===== config.mk =====
export PLATFORM = sky130hd
export DESIGN_NAME = modbus_rtu_read_transaction
export DESIGN_NICKNAME = d
export VERILOG_FILES = /design/src/hw/rtl/mrtu_pkg.sv /design/src/hw/rtl/mrtu_ram.sv /design/src/hw/rtl/mrtu_queue.sv /design/src/hw/rtl/mrtu_front.sv /design/src/hw/rtl/mrtu_back.sv /design/src/hw/rtl/modbus_rtu_read_transaction.sv
export VERILOG_INCLUDE_DIRS = /design/src /design/src/hw/rtl
export SDC_FILE = /design/constraint.sdc
export NUM_CORES = 2
export LEC_CHECK = 0
export BUFFER_PORTS_ARGS = -buffer_cell sky130_fd_sc_hd__buf_2
export CORE_ASPECT_RATIO = 1.75
export CORE_MARGIN = 2
export CORE_UTILIZATION = 35
export CTS_CLUSTER_DIAMETER = 150
export DETAILED_ROUTE_END_ITERATION = 8
export GPL_TIMING_DRIVEN = 0
export HOLD_SLACK_MARGIN = 0.05
export SLEW_MARGIN = 20
export SYNTH_ARGS = -nofsm -noshare
export SYNTH_HDL_FRONTEND = slang
export SYNTH_SLANG_ARGS = --single-unit

===== constraint.sdc =====
create_clock -name clk -period 5.24 [get_ports clk]
set_input_delay 0.262 -clock clk [delete_from_list [all_inputs] [get_ports clk]]
set_output_delay 0.262 -clock clk [all_outputs]
set_load 0.02 [all_outputs]

===== src/hw/rtl/modbus_rtu_read_transaction_assert.svh =====
// Assertion macros shared by the Modbus RTU read transaction RTL.
// Each macro expects clk and rst_n in scope.
`ifndef MODBUS_RTU_READ_TRANSACTION_ASSERT_SVH
`define MODBUS_RTU_READ_TRANSACTION_ASSERT_SVH

// Condition implies consequence in the same cycle.
`define MRTU_ASSERT_SAME(lbl, cond, cons, msg) \
  lbl: assert property (@(posedge clk) disable iff (!rst_n) (cond) |-> (cons)) else $error(msg);

// Condition implies consequence in the following cycle.
`define MRTU_ASSERT_NEXT(lbl, cond, cons, msg) \
  lbl: assert property (@(posedge clk) disable iff (!rst_n) (cond) |=> (cons)) else $error(msg);

`endif


===== src/hw/rtl/mrtu_pkg.sv =====
// ----------------------------------------------------------------------------
// mrtu_pkg
// Types, constants and the CRC-16 byte step for the Modbus RTU read block.
// ----------------------------------------------------------------------------
package mrtu_pkg;

  localparam int STORE_DEPTH = 256;
  localparam int BANKS       = 4;
  localparam int BANK_DEPTH  = STORE_DEPTH / BANKS;
  localparam int BANK_AW     = $clog2(BANK_DEPTH);
  localparam int QDEPTH      = 4;
  localparam int QAW         = $clog2(QDEPTH);
  localparam logic [15:0] TIMEOUT_RESET = 16'd200;
  localparam logic [15:0] CRC_INIT      = 16'hFFFF;
  localparam logic [15:0] CRC_POLY      = 16'hA001;

  typedef enum logic [1:0] {
    OP_START = 2'd0,
    OP_BYTE  = 2'd1,
    OP_TICK  = 2'd2,
    OP_READ  = 2'd3
  } op_t;

  typedef enum logic [1:0] {
    RW_BYTE  = 2'd0,
    RW_WORD  = 2'd1,
    RW_DWORD = 2'd2,
    RW_BIT   = 2'd3
  } rw_t;

  typedef enum logic [1:0] {
    OUTC_OK      = 2'd0,
    OUTC_CRC     = 2'd1,
    OUTC_TIMEOUT = 2'd2
  } outc_t;

  typedef enum logic [3:0] {
    PH_IDLE   = 4'b0001,
    PH_HEADER = 4'b0010,
    PH_DATA   = 4'b0100,
    PH_CRC    = 4'b1000
  } phase_t;

  typedef enum logic [2:0] {
    KIND_START = 3'b001,
    KIND_DONE  = 3'b010,
    KIND_READ  = 3'b100
  } kind_t;

  // Start: {dev, func, start_reg, reg_count}. Done: outcome at [9:8], length
  // at [7:0]. Read: error at [32], value at [31:0].
  typedef struct packed {
    kind_t       kind;
    logic [47:0] data;
  } q_entry_t;

  typedef struct packed {
    logic     valid;
    q_entry_t entry;
  } q_push_t;

  function automatic logic [15:0] crc_byte(input logic [15:0] crc, input logic [7:0] b);
    logic [15:0] c;
    c = crc ^ {8'h00, b};
    for (int i = 0; i < 8; i++) begin
      c = c[0] ? ((c >> 1) ^ CRC_POLY) : (c >> 1);
    end
    return c;
  endfunction

endpackage


===== src/hw/rtl/mrtu_ram.sv =====
// ----------------------------------------------------------------------------
// mrtu_ram
// Generic single-write, single-read RAM with registered read data.
// ----------------------------------------------------------------------------
module mrtu_ram #(
  parameter int WIDTH = 8,
  parameter int DEPTH = 64
) (
  input  logic                     clk,
  input  logic                     we,
  input  logic [$clog2(DEPTH)-1:0] waddr,
  input  logic [WIDTH-1:0]         wdata,
  input  logic [$clog2(DEPTH)-1:0] raddr,
  output logic [WIDTH-1:0]         rdata
);

  logic [WIDTH-1:0] mem [DEPTH];

  always_ff @(posedge clk) begin
    if (we) begin
      mem[waddr] <= wdata;
    end
    rdata <= mem[raddr];
  end

endmodule


===== src/hw/rtl/mrtu_queue.sv =====
// ----------------------------------------------------------------------------
// mrtu_queue
// Short command queue between the front and back parts.
// ----------------------------------------------------------------------------
module mrtu_queue
  import mrtu_pkg::*;
(
  input  logic           clk,
  input  logic           rst_n,
  input  q_push_t        push_in,
  input  logic           deq,
  output q_entry_t       head,
  output logic           q_empty,
  output logic [QAW:0]   level
);

  q_entry_t        ent_r [QDEPTH];
  logic [QAW-1:0]  wr_r, wr_nxt, rd_r, rd_nxt;
  logic [QAW:0]    cnt_r, cnt_nxt;

  always_comb begin
    wr_nxt  = push_in.valid ? wr_r + 1'b1 : wr_r;
    rd_nxt  = deq ? rd_r + 1'b1 : rd_r;
    cnt_nxt = cnt_r + {{QAW{1'b0}}, push_in.valid} - {{QAW{1'b0}}, deq};
  end

  always_ff @(posedge clk) begin
    if (!rst_n) begin
      wr_r  <= '0;
      rd_r  <= '0;
      cnt_r <= '0;
    end else begin
      wr_r  <= wr_nxt;
      rd_r  <= rd_nxt;
      cnt_r <= cnt_nxt;
    end
    if (push_in.valid) begin
      ent_r[wr_r] <= push_in.entry;
    end
  end

  assign head    = ent_r[rd_r];
  assign q_empty = (cnt_r == '0);
  assign level   = cnt_r;

endmodule


===== src/hw/rtl/mrtu_front.sv =====
// ----------------------------------------------------------------------------
// mrtu_front
// Accepts items, tracks the receive state, stores data bytes and queues work.
// ----------------------------------------------------------------------------
module mrtu_front
  import mrtu_pkg::*;
(
  input  logic         clk,
  input  logic         rst_n,
  input  logic         accept,
  input  logic [1:0]   op,
  input  logic [7:0]   dev_addr,
  input  logic [7:0]   func_code,
  input  logic [15:0]  start_reg,
  input  logic [15:0]  reg_count,
  input  logic [7:0]   rx_byte,
  input  logic [15:0]  read_index,
  input  logic         read_by_register,
  input  logic [1:0]   read_width,
  input  logic [2:0]   bit_index,
  input  logic [15:0]  timeout_ticks,
  input  logic [QAW:0] level,
  output logic         busy_full,
  output q_push_t      push_out
);

  phase_t       phase_r, phase_nxt;
  logic [1:0]   hc_r, hc_nxt;
  logic [7:0]   dc_r, dc_nxt;
  logic [7:0]   flen_r, flen_nxt;
  logic [15:0]  crc_r, crc_nxt;
  logic [7:0]   low_r, low_nxt;
  logic [15:0]  sr_r, sr_nxt;
  logic [15:0]  ticks_r, ticks_nxt;

  // Stage between RAM read and queue push.
  logic         st_v_r, st_v_nxt;
  kind_t        st_kind_r, st_kind_nxt;
  logic [47:0]  st_data_r, st_data_nxt;
  logic         st_err_r, st_err_nxt;
  logic [1:0]   st_lane_r, st_lane_nxt;
  logic [1:0]   st_w_r, st_w_nxt;
  logic [2:0]   st_bit_r, st_bit_nxt;

  logic [15:0]  crc_in;
  logic [16:0]  diff;
  logic [17:0]  off, off_end;
  logic [2:0]   nbytes;
  logic [8:0]   avail;
  logic         rd_err;
  logic         wr_en;
  logic [7:0]   rd_data [BANKS];
  logic [BANK_AW-1:0] rd_addr [BANKS];

  assign crc_in = crc_byte(crc_r, rx_byte);
  assign wr_en  = accept && (op_t'(op) == OP_BYTE) && (phase_r == PH_DATA) &&
                  ({1'b0, dc_r} < 9'(STORE_DEPTH));

  always_comb begin
    diff   = {1'b0, read_index} - {1'b0, sr_r};
    nbytes = (rw_t'(read_width) == RW_WORD) ? 3'd2 :
             (rw_t'(read_width) == RW_DWORD) ? 3'd4 : 3'd1;
    if (read_by_register) begin
      off = (rw_t'(read_width) == RW_WORD || rw_t'(read_width) == RW_DWORD) ?
            {1'b0, diff[15:0], 1'b0} : {2'b00, diff[15:0]};
    end else begin
      off = {2'b00, read_index};
    end
    off_end = off + {15'd0, nbytes};
    avail   = ({1'b0, dc_r} < 9'(STORE_DEPTH)) ? {1'b0, dc_r} : 9'(STORE_DEPTH);
    rd_err  = (read_by_register && diff[16]) || (off_end > {9'd0, avail});
  end

  // Byte k of a read lives in bank (off + k) mod BANKS.
  always_comb begin
    logic [8:0] sum;
    for (int j = 0; j < BANKS; j++) begin
      sum = {1'b0, off[7:0]} + {7'd0, 2'(j) - off[1:0]};
      rd_addr[j] = sum[BANK_AW+1:2];
    end
  end

  for (genvar g = 0; g < BANKS; g++) begin : g_bank
    mrtu_ram #(.WIDTH(8), .DEPTH(BANK_DEPTH)) u_ram (
      .clk   (clk),
      .we    (wr_en && (dc_r[1:0] == 2'(g))),
      .waddr (dc_r[BANK_AW+1:2]),
      .wdata (rx_byte),
      .raddr (rd_addr[g]),
      .rdata (rd_data[g])
    );
  end

  always_comb begin
    phase_nxt   = phase_r;
    hc_nxt      = hc_r;
    dc_nxt      = dc_r;
    flen_nxt    = flen_r;
    crc_nxt     = crc_r;
    low_nxt     = low_r;
    sr_nxt      = sr_r;
    ticks_nxt   = ticks_r;
    st_v_nxt    = 1'b0;
    st_kind_nxt = KIND_DONE;
    st_data_nxt = '0;
    st_err_nxt  = rd_err;
    st_lane_nxt = off[1:0];
    st_w_nxt    = read_width;
    st_bit_nxt  = bit_index;
    if (accept) begin
      case (op_t'(op))
        OP_START: begin
          st_v_nxt    = 1'b1;
          st_kind_nxt = KIND_START;
          st_data_nxt = {dev_addr, func_code, start_reg, reg_count};
          sr_nxt      = start_reg;
          phase_nxt   = PH_HEADER;
          hc_nxt      = '0;
          dc_nxt      = '0;
          flen_nxt    = '0;
          crc_nxt     = CRC_INIT;
          low_nxt     = '0;
          ticks_nxt   = '0;
        end
        OP_BYTE: begin
          case (phase_r)
            PH_HEADER: begin
              crc_nxt = crc_in;
              if (hc_r >= 2'd2) begin
                flen_nxt  = rx_byte;
                hc_nxt    = '0;
                phase_nxt = (rx_byte == 8'd0) ? PH_CRC : PH_DATA;
              end else begin
                hc_nxt = hc_r + 2'd1;
              end
            end
            PH_DATA: begin
              crc_nxt = crc_in;
              dc_nxt  = dc_r + 8'd1;
              if (dc_r + 8'd1 >= flen_r) begin
                hc_nxt    = '0;
                phase_nxt = PH_CRC;
              end
            end
            PH_CRC: begin
              if (hc_r == 2'd0) begin
                low_nxt = rx_byte;
                hc_nxt  = 2'd1;
              end else begin
                hc_nxt      = '0;
                phase_nxt   = PH_IDLE;
                st_v_nxt    = 1'b1;
                st_data_nxt = {38'd0,
                               ({rx_byte, low_r} == crc_r) ? OUTC_OK : OUTC_CRC,
                               flen_r};
              end
            end
            default: ;
          endcase
        end
        OP_TICK: begin
          if (phase_r != PH_IDLE) begin
            if (ticks_r >= timeout_ticks) begin
              phase_nxt   = PH_IDLE;
              st_v_nxt    = 1'b1;
              st_data_nxt = {38'd0, OUTC_TIMEOUT, flen_r};
            end else begin
              ticks_nxt = ticks_r + 16'd1;
            end
          end
        end
        default: begin
          st_v_nxt    = 1'b1;
          st_kind_nxt = KIND_READ;
        end
      endcase
    end
  end

  always_ff @(posedge clk) begin
    if (!rst_n) begin
      phase_r <= PH_IDLE;
      hc_r    <= '0;
      dc_r    <= '0;
      flen_r  <= '0;
      crc_r   <= CRC_INIT;
      low_r   <= '0;
      sr_r    <= '0;
      ticks_r <= '0;
      st_v_r  <= 1'b0;
    end else begin
      phase_r <= phase_nxt;
      hc_r    <= hc_nxt;
      dc_r    <= dc_nxt;
      flen_r  <= flen_nxt;
      crc_r   <= crc_nxt;
      low_r   <= low_nxt;
      sr_r    <= sr_nxt;
      ticks_r <= ticks_nxt;
      st_v_r  <= st_v_nxt;
    end
    st_kind_r <= st_kind_nxt;
    st_data_r <= st_data_nxt;
    st_err_r  <= st_err_nxt;
    st_lane_r <= st_lane_nxt;
    st_w_r    <= st_w_nxt;
    st_bit_r  <= st_bit_nxt;
  end

  // Assemble the read value from the rotated bank outputs.
  always_comb begin
    logic [7:0]  b0, b1, b2, b3;
    logic [31:0] val;
    b0 = rd_data[st_lane_r];
    b1 = rd_data[st_lane_r + 2'd1];
    b2 = rd_data[st_lane_r + 2'd2];
    b3 = rd_data[st_lane_r + 2'd3];
    case (rw_t'(st_w_r))
      RW_BYTE:  val = {24'd0, b0};
      RW_WORD:  val = {16'd0, b0, b1};
      RW_DWORD: val = {b0, b1, b2, b3};
      default:  val = {31'd0, b0[st_bit_r]};
    endcase
    push_out.valid      = st_v_r;
    push_out.entry.kind = st_kind_r;
    if (st_kind_r == KIND_READ) begin
      push_out.entry.data = {15'd0, st_err_r, st_err_r ? 32'd0 : val};
    end else begin
      push_out.entry.data = st_data_r;
    end
  end

  // One slot is reserved for the transaction sitting in the stage.
  assign busy_full = ({1'b0, level} + {{QAW+1{1'b0}}, st_v_r}) >= (QAW+2)'(QDEPTH);

endmodule


===== src/hw/rtl/mrtu_back.sv =====
// ----------------------------------------------------------------------------
// mrtu_back
// Turns queued commands into results; expands a start into the 8-byte request.
// ----------------------------------------------------------------------------
module mrtu_back
  import mrtu_pkg::*;
(
  input  logic      clk,
  input  logic      rst_n,
  input  q_entry_t  head,
  input  logic      q_empty,
  input  logic      pop,
  output logic      deq,
  output logic      tx_valid,
  output logic [7:0] tx_byte,
  output logic      tx_last,
  output logic      frame_done,
  output logic [1:0] outcome,
  output logic [7:0] rx_len,
  output logic      read_valid,
  output logic [31:0] read_value,
  output logic      read_error
);

  logic [2:0]  cnt_r, cnt_nxt;
  logic [15:0] crc_r, crc_nxt;
  logic        take, is_start;

  assign is_start = (head.kind == KIND_START);
  assign take     = pop && !q_empty;
  assign deq      = take && (!is_start || cnt_r == 3'd7);

  always_comb begin
    case (cnt_r)
      3'd0:    tx_byte = head.data[47:40];
      3'd1:    tx_byte = head.data[39:32];
      3'd2:    tx_byte = head.data[31:24];
      3'd3:    tx_byte = head.data[23:16];
      3'd4:    tx_byte = head.data[15:8];
      3'd5:    tx_byte = head.data[7:0];
      3'd6:    tx_byte = crc_r[7:0];
      default: tx_byte = crc_r[15:8];
    endcase
  end

  // The request CRC is built one byte per popped request byte.
  always_comb begin
    cnt_nxt = cnt_r;
    crc_nxt = crc_r;
    if (take && is_start) begin
      cnt_nxt = cnt_r + 3'd1;
      if (cnt_r < 3'd6) begin
        crc_nxt = crc_byte((cnt_r == 3'd0) ? CRC_INIT : crc_r, tx_byte);
      end
    end
  end

  always_ff @(posedge clk) begin
    if (!rst_n) begin
      cnt_r <= '0;
    end else begin
      cnt_r <= cnt_nxt;
    end
    crc_r <= crc_nxt;
  end

  assign tx_valid   = is_start;
  assign tx_last    = is_start && (cnt_r == 3'd7);
  assign frame_done = (head.kind == KIND_DONE);
  assign outcome    = frame_done ? head.data[9:8] : 2'd0;
  assign rx_len     = frame_done ? head.data[7:0] : 8'd0;
  assign read_valid = (head.kind == KIND_READ);
  assign read_value = read_valid ? head.data[31:0] : 32'd0;
  assign read_error = read_valid && head.data[32];

endmodule


===== src/hw/rtl/modbus_rtu_read_transaction.sv =====
// ----------------------------------------------------------------------------
// modbus_rtu_read_transaction
// Modbus RTU master for one read transaction, queue-style ports.
// ----------------------------------------------------------------------------
// Input transactions are taken on push while full is low: a start request,
// a received serial byte, a time tick, or a read of the stored response data.
// Results come out in order while empty is low and are removed with pop.
// A start yields eight request bytes, the end of a response or a timeout
// yields one done result, and each read yields one result.
// The front part takes one transaction per cycle while full is low; data bytes go
// to four interleaved byte RAMs so a dword read needs a single RAM read. A result
// is registered in the stage, alongside the RAM read, and then in the queue. The
// back part gives one result per cycle while pop is high and empty is low; a start
// holds the head for all eight request bytes, folding the CRC in byte by byte.
// When the receiver stalls, the four-entry queue fills and full rises.
// Reset empties the queue, returns to idle and sets the timeout to 200.
// The timeout register is written through cfg_we and cfg_wdata.
// ----------------------------------------------------------------------------
module modbus_rtu_read_transaction
  import mrtu_pkg::*;
(
  input  logic        clk,
  input  logic        rst_n,
  input  logic        cfg_we,
  input  logic [15:0] cfg_wdata,
  input  logic        push,
  output logic        full,
  input  logic [1:0]  in_op,
  input  logic [7:0]  in_dev_addr,
  input  logic [7:0]  in_func_code,
  input  logic [15:0] in_start_reg,
  input  logic [15:0] in_reg_count,
  input  logic [7:0]  in_rx_byte,
  input  logic [15:0] in_read_index,
  input  logic        in_read_by_register,
  input  logic [1:0]  in_read_width,
  input  logic [2:0]  in_bit_index,
  output logic        empty,
  input  logic        pop,
  output logic        out_tx_valid,
  output logic [7:0]  out_tx_byte,
  output logic        out_tx_last,
  output logic        out_frame_done,
  output logic [1:0]  out_outcome,
  output logic [7:0]  out_rx_len,
  output logic        out_read_valid,
  output logic [31:0] out_read_value,
  output logic        out_read_error
);

  `include "modbus_rtu_read_transaction_assert.svh"

  logic [15:0]  timeout_r;
  logic         accept, deq;
  logic [QAW:0] level;
  q_push_t      q_push;
  q_entry_t     head;

  always_ff @(posedge clk) begin
    if (!rst_n) begin
      timeout_r <= TIMEOUT_RESET;
    end else if (cfg_we) begin
      timeout_r <= cfg_wdata;
    end
  end

  assign accept = push && !full;

  mrtu_front u_front (
    .clk              (clk),
    .rst_n            (rst_n),
    .accept           (accept),
    .op               (in_op),
    .dev_addr         (in_dev_addr),
    .func_code        (in_func_code),
    .start_reg        (in_start_reg),
    .reg_count        (in_reg_count),
    .rx_byte          (in_rx_byte),
    .read_index       (in_read_index),
    .read_by_register (in_read_by_register),
    .read_width       (in_read_width),
    .bit_index        (in_bit_index),
    .timeout_ticks    (timeout_r),
    .level            (level),
    .busy_full        (full),
    .push_out         (q_push)
  );

  mrtu_queue u_queue (
    .clk     (clk),
    .rst_n   (rst_n),
    .push_in (q_push),
    .deq     (deq),
    .head    (head),
    .q_empty (empty),
    .level   (level)
  );

  mrtu_back u_back (
    .clk        (clk),
    .rst_n      (rst_n),
    .head       (head),
    .q_empty    (empty),
    .pop        (pop),
    .deq        (deq),
    .tx_valid   (out_tx_valid),
    .tx_byte    (out_tx_byte),
    .tx_last    (out_tx_last),
    .frame_done (out_frame_done),
    .outcome    (out_outcome),
    .rx_len     (out_rx_len),
    .read_valid (out_read_valid),
    .read_value (out_read_value),
    .read_error (out_read_error)
  );

  `MRTU_ASSERT_SAME(a_full_at_cap, level == (QAW+1)'(QDEPTH), full, "queue at capacity but not full")
  `MRTU_ASSERT_NEXT(a_start_staged, accept && in_op == OP_START, q_push.valid && q_push.entry.kind == KIND_START, "start transaction not staged")
  `MRTU_ASSERT_SAME(a_one_kind, !empty, $onehot({out_tx_valid, out_frame_done, out_read_valid}), "result carries no single kind")
  `MRTU_ASSERT_SAME(a_err_zero, !empty && out_read_error, out_read_value == 32'd0, "read error with nonzero value")

endmodule


==> results.json <==
{
  "comb_power_share": 0.200,
  "power_density_mw_per_mm2": 414,
  "whs_ns": 0.103,
  "grt_overflow": 0,
  "portBuffers": 156,
  "fin_crit_sh": 1.02,
  "p_clk_frac": 0.344,
  "antenna_found_initial": 9,
  "period_needed_ns": 5.35,
  "max_slew_margin": 0.184,
  "start_kind": "register",
  "seq_power_share": 0.456,
  "synth_edf_count": 2268,
  "dr.pass1.iters": 6,
  "vias": 59658,
  "clk_pin_slew_ns": 0.07,
  "clock_tree.root_cell": "clkbuf_16",
  "fp-row-count": 261,
  "htreeDepth": 4,
  "grt_max_degree": 127,
  "clkSinkCount": 2466,
  "p_total_w": 0.0483,
  "crit_path_max_fanout": 10,
  "die_width_microns": 411,
  "hold_path.class": "input port to register",
  "setup.worst_path.class": "register to register",
  "track_usage": 0.222,
  "syn_area_per_cell_sq_um": 16.2,
  "initial_core_util": 0.352,
  "async_flop_share": 0,
  "hold_viol_final": 0,
  "clock_skew_ns": 0.0660,
  "violations": "setup timing",
  "grt_pass1_vias": 60434,
  "io_pins": 158,
  "grt_pass1_wl_mm": 459,
  "max_freq_ghz": 0.187,
  "p_sw_frac": 0.284,
  "cts.path.max_buffers": 4,
  "worst_slack_ns": -0.106,
  "drt-total-wl_mm": 333,
  "finalNonFillerCells": 10758,
  "reg2reg_depth": 14,
  "maxCapViolCount": 0,
  "drt_iter0_drc": 5742,
  "avgViaCountPerCell": 5.55,
  "fin_nets": 6944,
  "gp_congestion": 0.973,
  "status": "finished, violations left",
  "synth_ff_type": "edfxtp_1",
  "final_core_util": 0.405,
  "die_h_microns": 716,
  "p_int_w": 0.0346,
  "leakagePower_nw": 37.6,
  "vdd_drop_max_uv": 419,
  "ant_nets": 0,
  "dp_cells": 10244,
  "tightestPinTransition_ns": 1.21,
  "critPathSlowestCell": "xor2_4",
  "syn-num-nets": 6437,
  "p_sw_w": 0.0137,
  "path_cells": "ha_1, fa_1, nand2b_1, a21oi_1, mux2i_1, o211a_2, o21ai_1, nor3_4, xor2_4, clkbuf_2, nor3_1, a22oi_1, o21ai_1, a211oi_2",
  "hpwlAfterDp_mm": 239,
  "netlist_instances": 6251,
  "syn_area_sq_mm": 0.101,
  "drive_gt1_frac": 0.174,
  "wl_per_cell_microns": 31.0,
  "drv_slew": 0,
  "yosysWarnings": 0,
  "holdPathStages": 5,
  "syn2layout_area_growth_pct": 15.1,
  "ys_ff_latch": 2466,
  "die_area_sq_mm": 0.294,
  "worstSetupEndpointType": "register",
  "synthDistinctLibCells": 97,
  "rsz0062_at_grt": "yes",
  "numCtsBuffers": 214,
  "synth_seq_area_share": 0.711,
  "worst_ep_required_time_ns": 6.00,
  "drcViolationCount": 0,
  "critPathMaxStageDelay_ns": 0.56,
  "clock_latency_ns": 0.91,
  "crit_top_cell": "o21ai_1",
  "cts_tree": "built",
  "core_sq_mm": 0.288,
  "critPathArrivalTime_ns": 6.11,
  "setup_viol": 6
}
==> synth_stat cells, drive strengths merged (32+ instances only) <==
cell,instances,area (sq um)
a21oi,165,826
and3,55,344
xnor2,103,966
nand2,412,1550
edfxtp,2268,68100
mux2i,284,2860
buf,142,787
nor2,445,1680
o21ai,119,611
a22o,42,368
a31oi,32,200
mux2,54,608
ha,82,1030
nor3,74,375
o211ai,33,248
a211oi,276,2100
nand3,118,596
and2,207,1290
dfxtp,198,3960
a21boi,33,248
inv,92,345
nor2b,41,257
mux4,362,8150
clkbuf,235,882
o22ai,41,269
==> through the flow <==
stage               cell area, sq um  worst slack [ns]  setup TNS [ns]
CTS                           116000          -0.00436        -0.00436
global route                  117000            -0.174          -0.181
finish                        117000            -0.106          -0.296
floorplan                     101000             0.642               0
global placement              107000             -3.31          -67.48
detailed placement            108000             -2.80          -42.28
==> flip-flops by register name, summed over array words and instances (netlist names), named ones only <==
register,count
u_front.g_bank.u_ram.mem,2048
u_queue.ent_r,204
u_front.st_data_r,48
u_front.g_bank.u_ram.rdata,32
timeout_r,16
u_back.crc_r,16
u_front.crc_r,16
u_front.sr_r,16
u_front.ticks_r,16
u_front.dc_r,8
u_front.flen_r,8
u_front.low_r,8
u_front.phase_r,4
u_back.cnt_r,3
u_front.st_bit_r,3
u_front.st_kind_r,3
u_queue.level,3
u_front.hc_r,2
u_front.st_lane_r,2
u_front.st_w_r,2
u_queue.rd_r,2
u_queue.wr_r,2
u_front.st_err_r,1
u_front.st_v_r,1
==> logic make-up after synthesis <==
kind of cell,Yosys count,synth area share
AO/OA/AOI/OAI,940,0.0649
XOR/XNOR,127,0.0120
adder cells (fa/ha/maj),85,0.0107
buffers and inverters,470,0.0199
flip-flops,2466,0.711
multiplexers,700,0.115
AND/OR/NAND/NOR,1463,0.0674
==> cells in the final DEF, fill, tap and decap left out, drive strengths merged, types with 98 or more instances in the layout <==
| cell type | instances |
|---|---|
| clkbuf | 495 |
| dlygate4sd3 | 98 |
| buf | 335 |
| mux2i | 284 |
| o21ai | 119 |
| mux4 | 362 |
| nand2 | 412 |
| edfxtp | 2268 |
| xnor2 | 103 |
| nand3 | 118 |
| nor2 | 445 |
| a211oi | 276 |
| dfxtp | 198 |
| and2 | 207 |
| a21oi | 165 |
==> power groups by stage <==
stage	clock [W]	sequential [W]	combinational (W)
2_1_floorplan	0	0.0223	0.00546
3_3_place_gp	0	0.0225	0.00913
3_5_place_dp	0	0.0225	0.00929
4_1_cts	0.0168	0.0220	0.00956
5_1_grt	0.0174	0.0220	0.0100
6_report	0.0166	0.0220	0.00966
==> final timing paths <==
path                                         from                               end  slack (ns)
worst min-delay path            in_read_index[10]                  u_front.st_err_r        0.10
worst max-delay path              u_front.sr_r[0]  u_front.g_bank[1].u_ram.rdata[4]       -0.11
worst max register to register    u_front.sr_r[0]  u_front.g_bank[1].u_ram.rdata[4]       -0.11
worst min register to register   u_front.low_r[3]                  u_front.low_r[3]        0.50
==> critical path: cells and delay by family, from the launching register on <==
kind,cells,cell delay [ns]
XOR/XNOR,1,0.56
buffers and inverters,1,0.44
AND/OR/NAND/NOR,3,0.81
multiplexers,1,0.35
AO/OA/AOI/OAI,6,2.05
adder cells (fa/ha/maj),2,0.65
flip-flops,1,0.36
==> area by class of cell <==
class,count,area (sq um)
fill,25888,172000
sequential,2466,72100
multi-input combinational,3315,27800
clock buffer,262,5700
tap,3813,4770
timing repair buffer,295,2650
buffer,373,1880
clock inverter,126,1480
inverter,93,357
antenna,15,37.5
==> timing repair <==
item,4_1_cts,5_1_grt
setup endpoints to repair,43,29
gates resized for setup,131,52
setup buffers,13,3
endpoints found under the hold margin,541,0
pin swaps,7,3
gates cloned,0,0
hold buffers,98,0
==> metal layers <==
metal	part of all wire	track usage	vias up
met3	0.058	0.0313	885
li1	-	-	25447
met4	0.094	0.180	2
met2	0.52	0.406	2710
met5	0.000021	0.000829	-
met1	0.32	0.222	30614
Note: power is estimated with default switching activity, not from simulation.
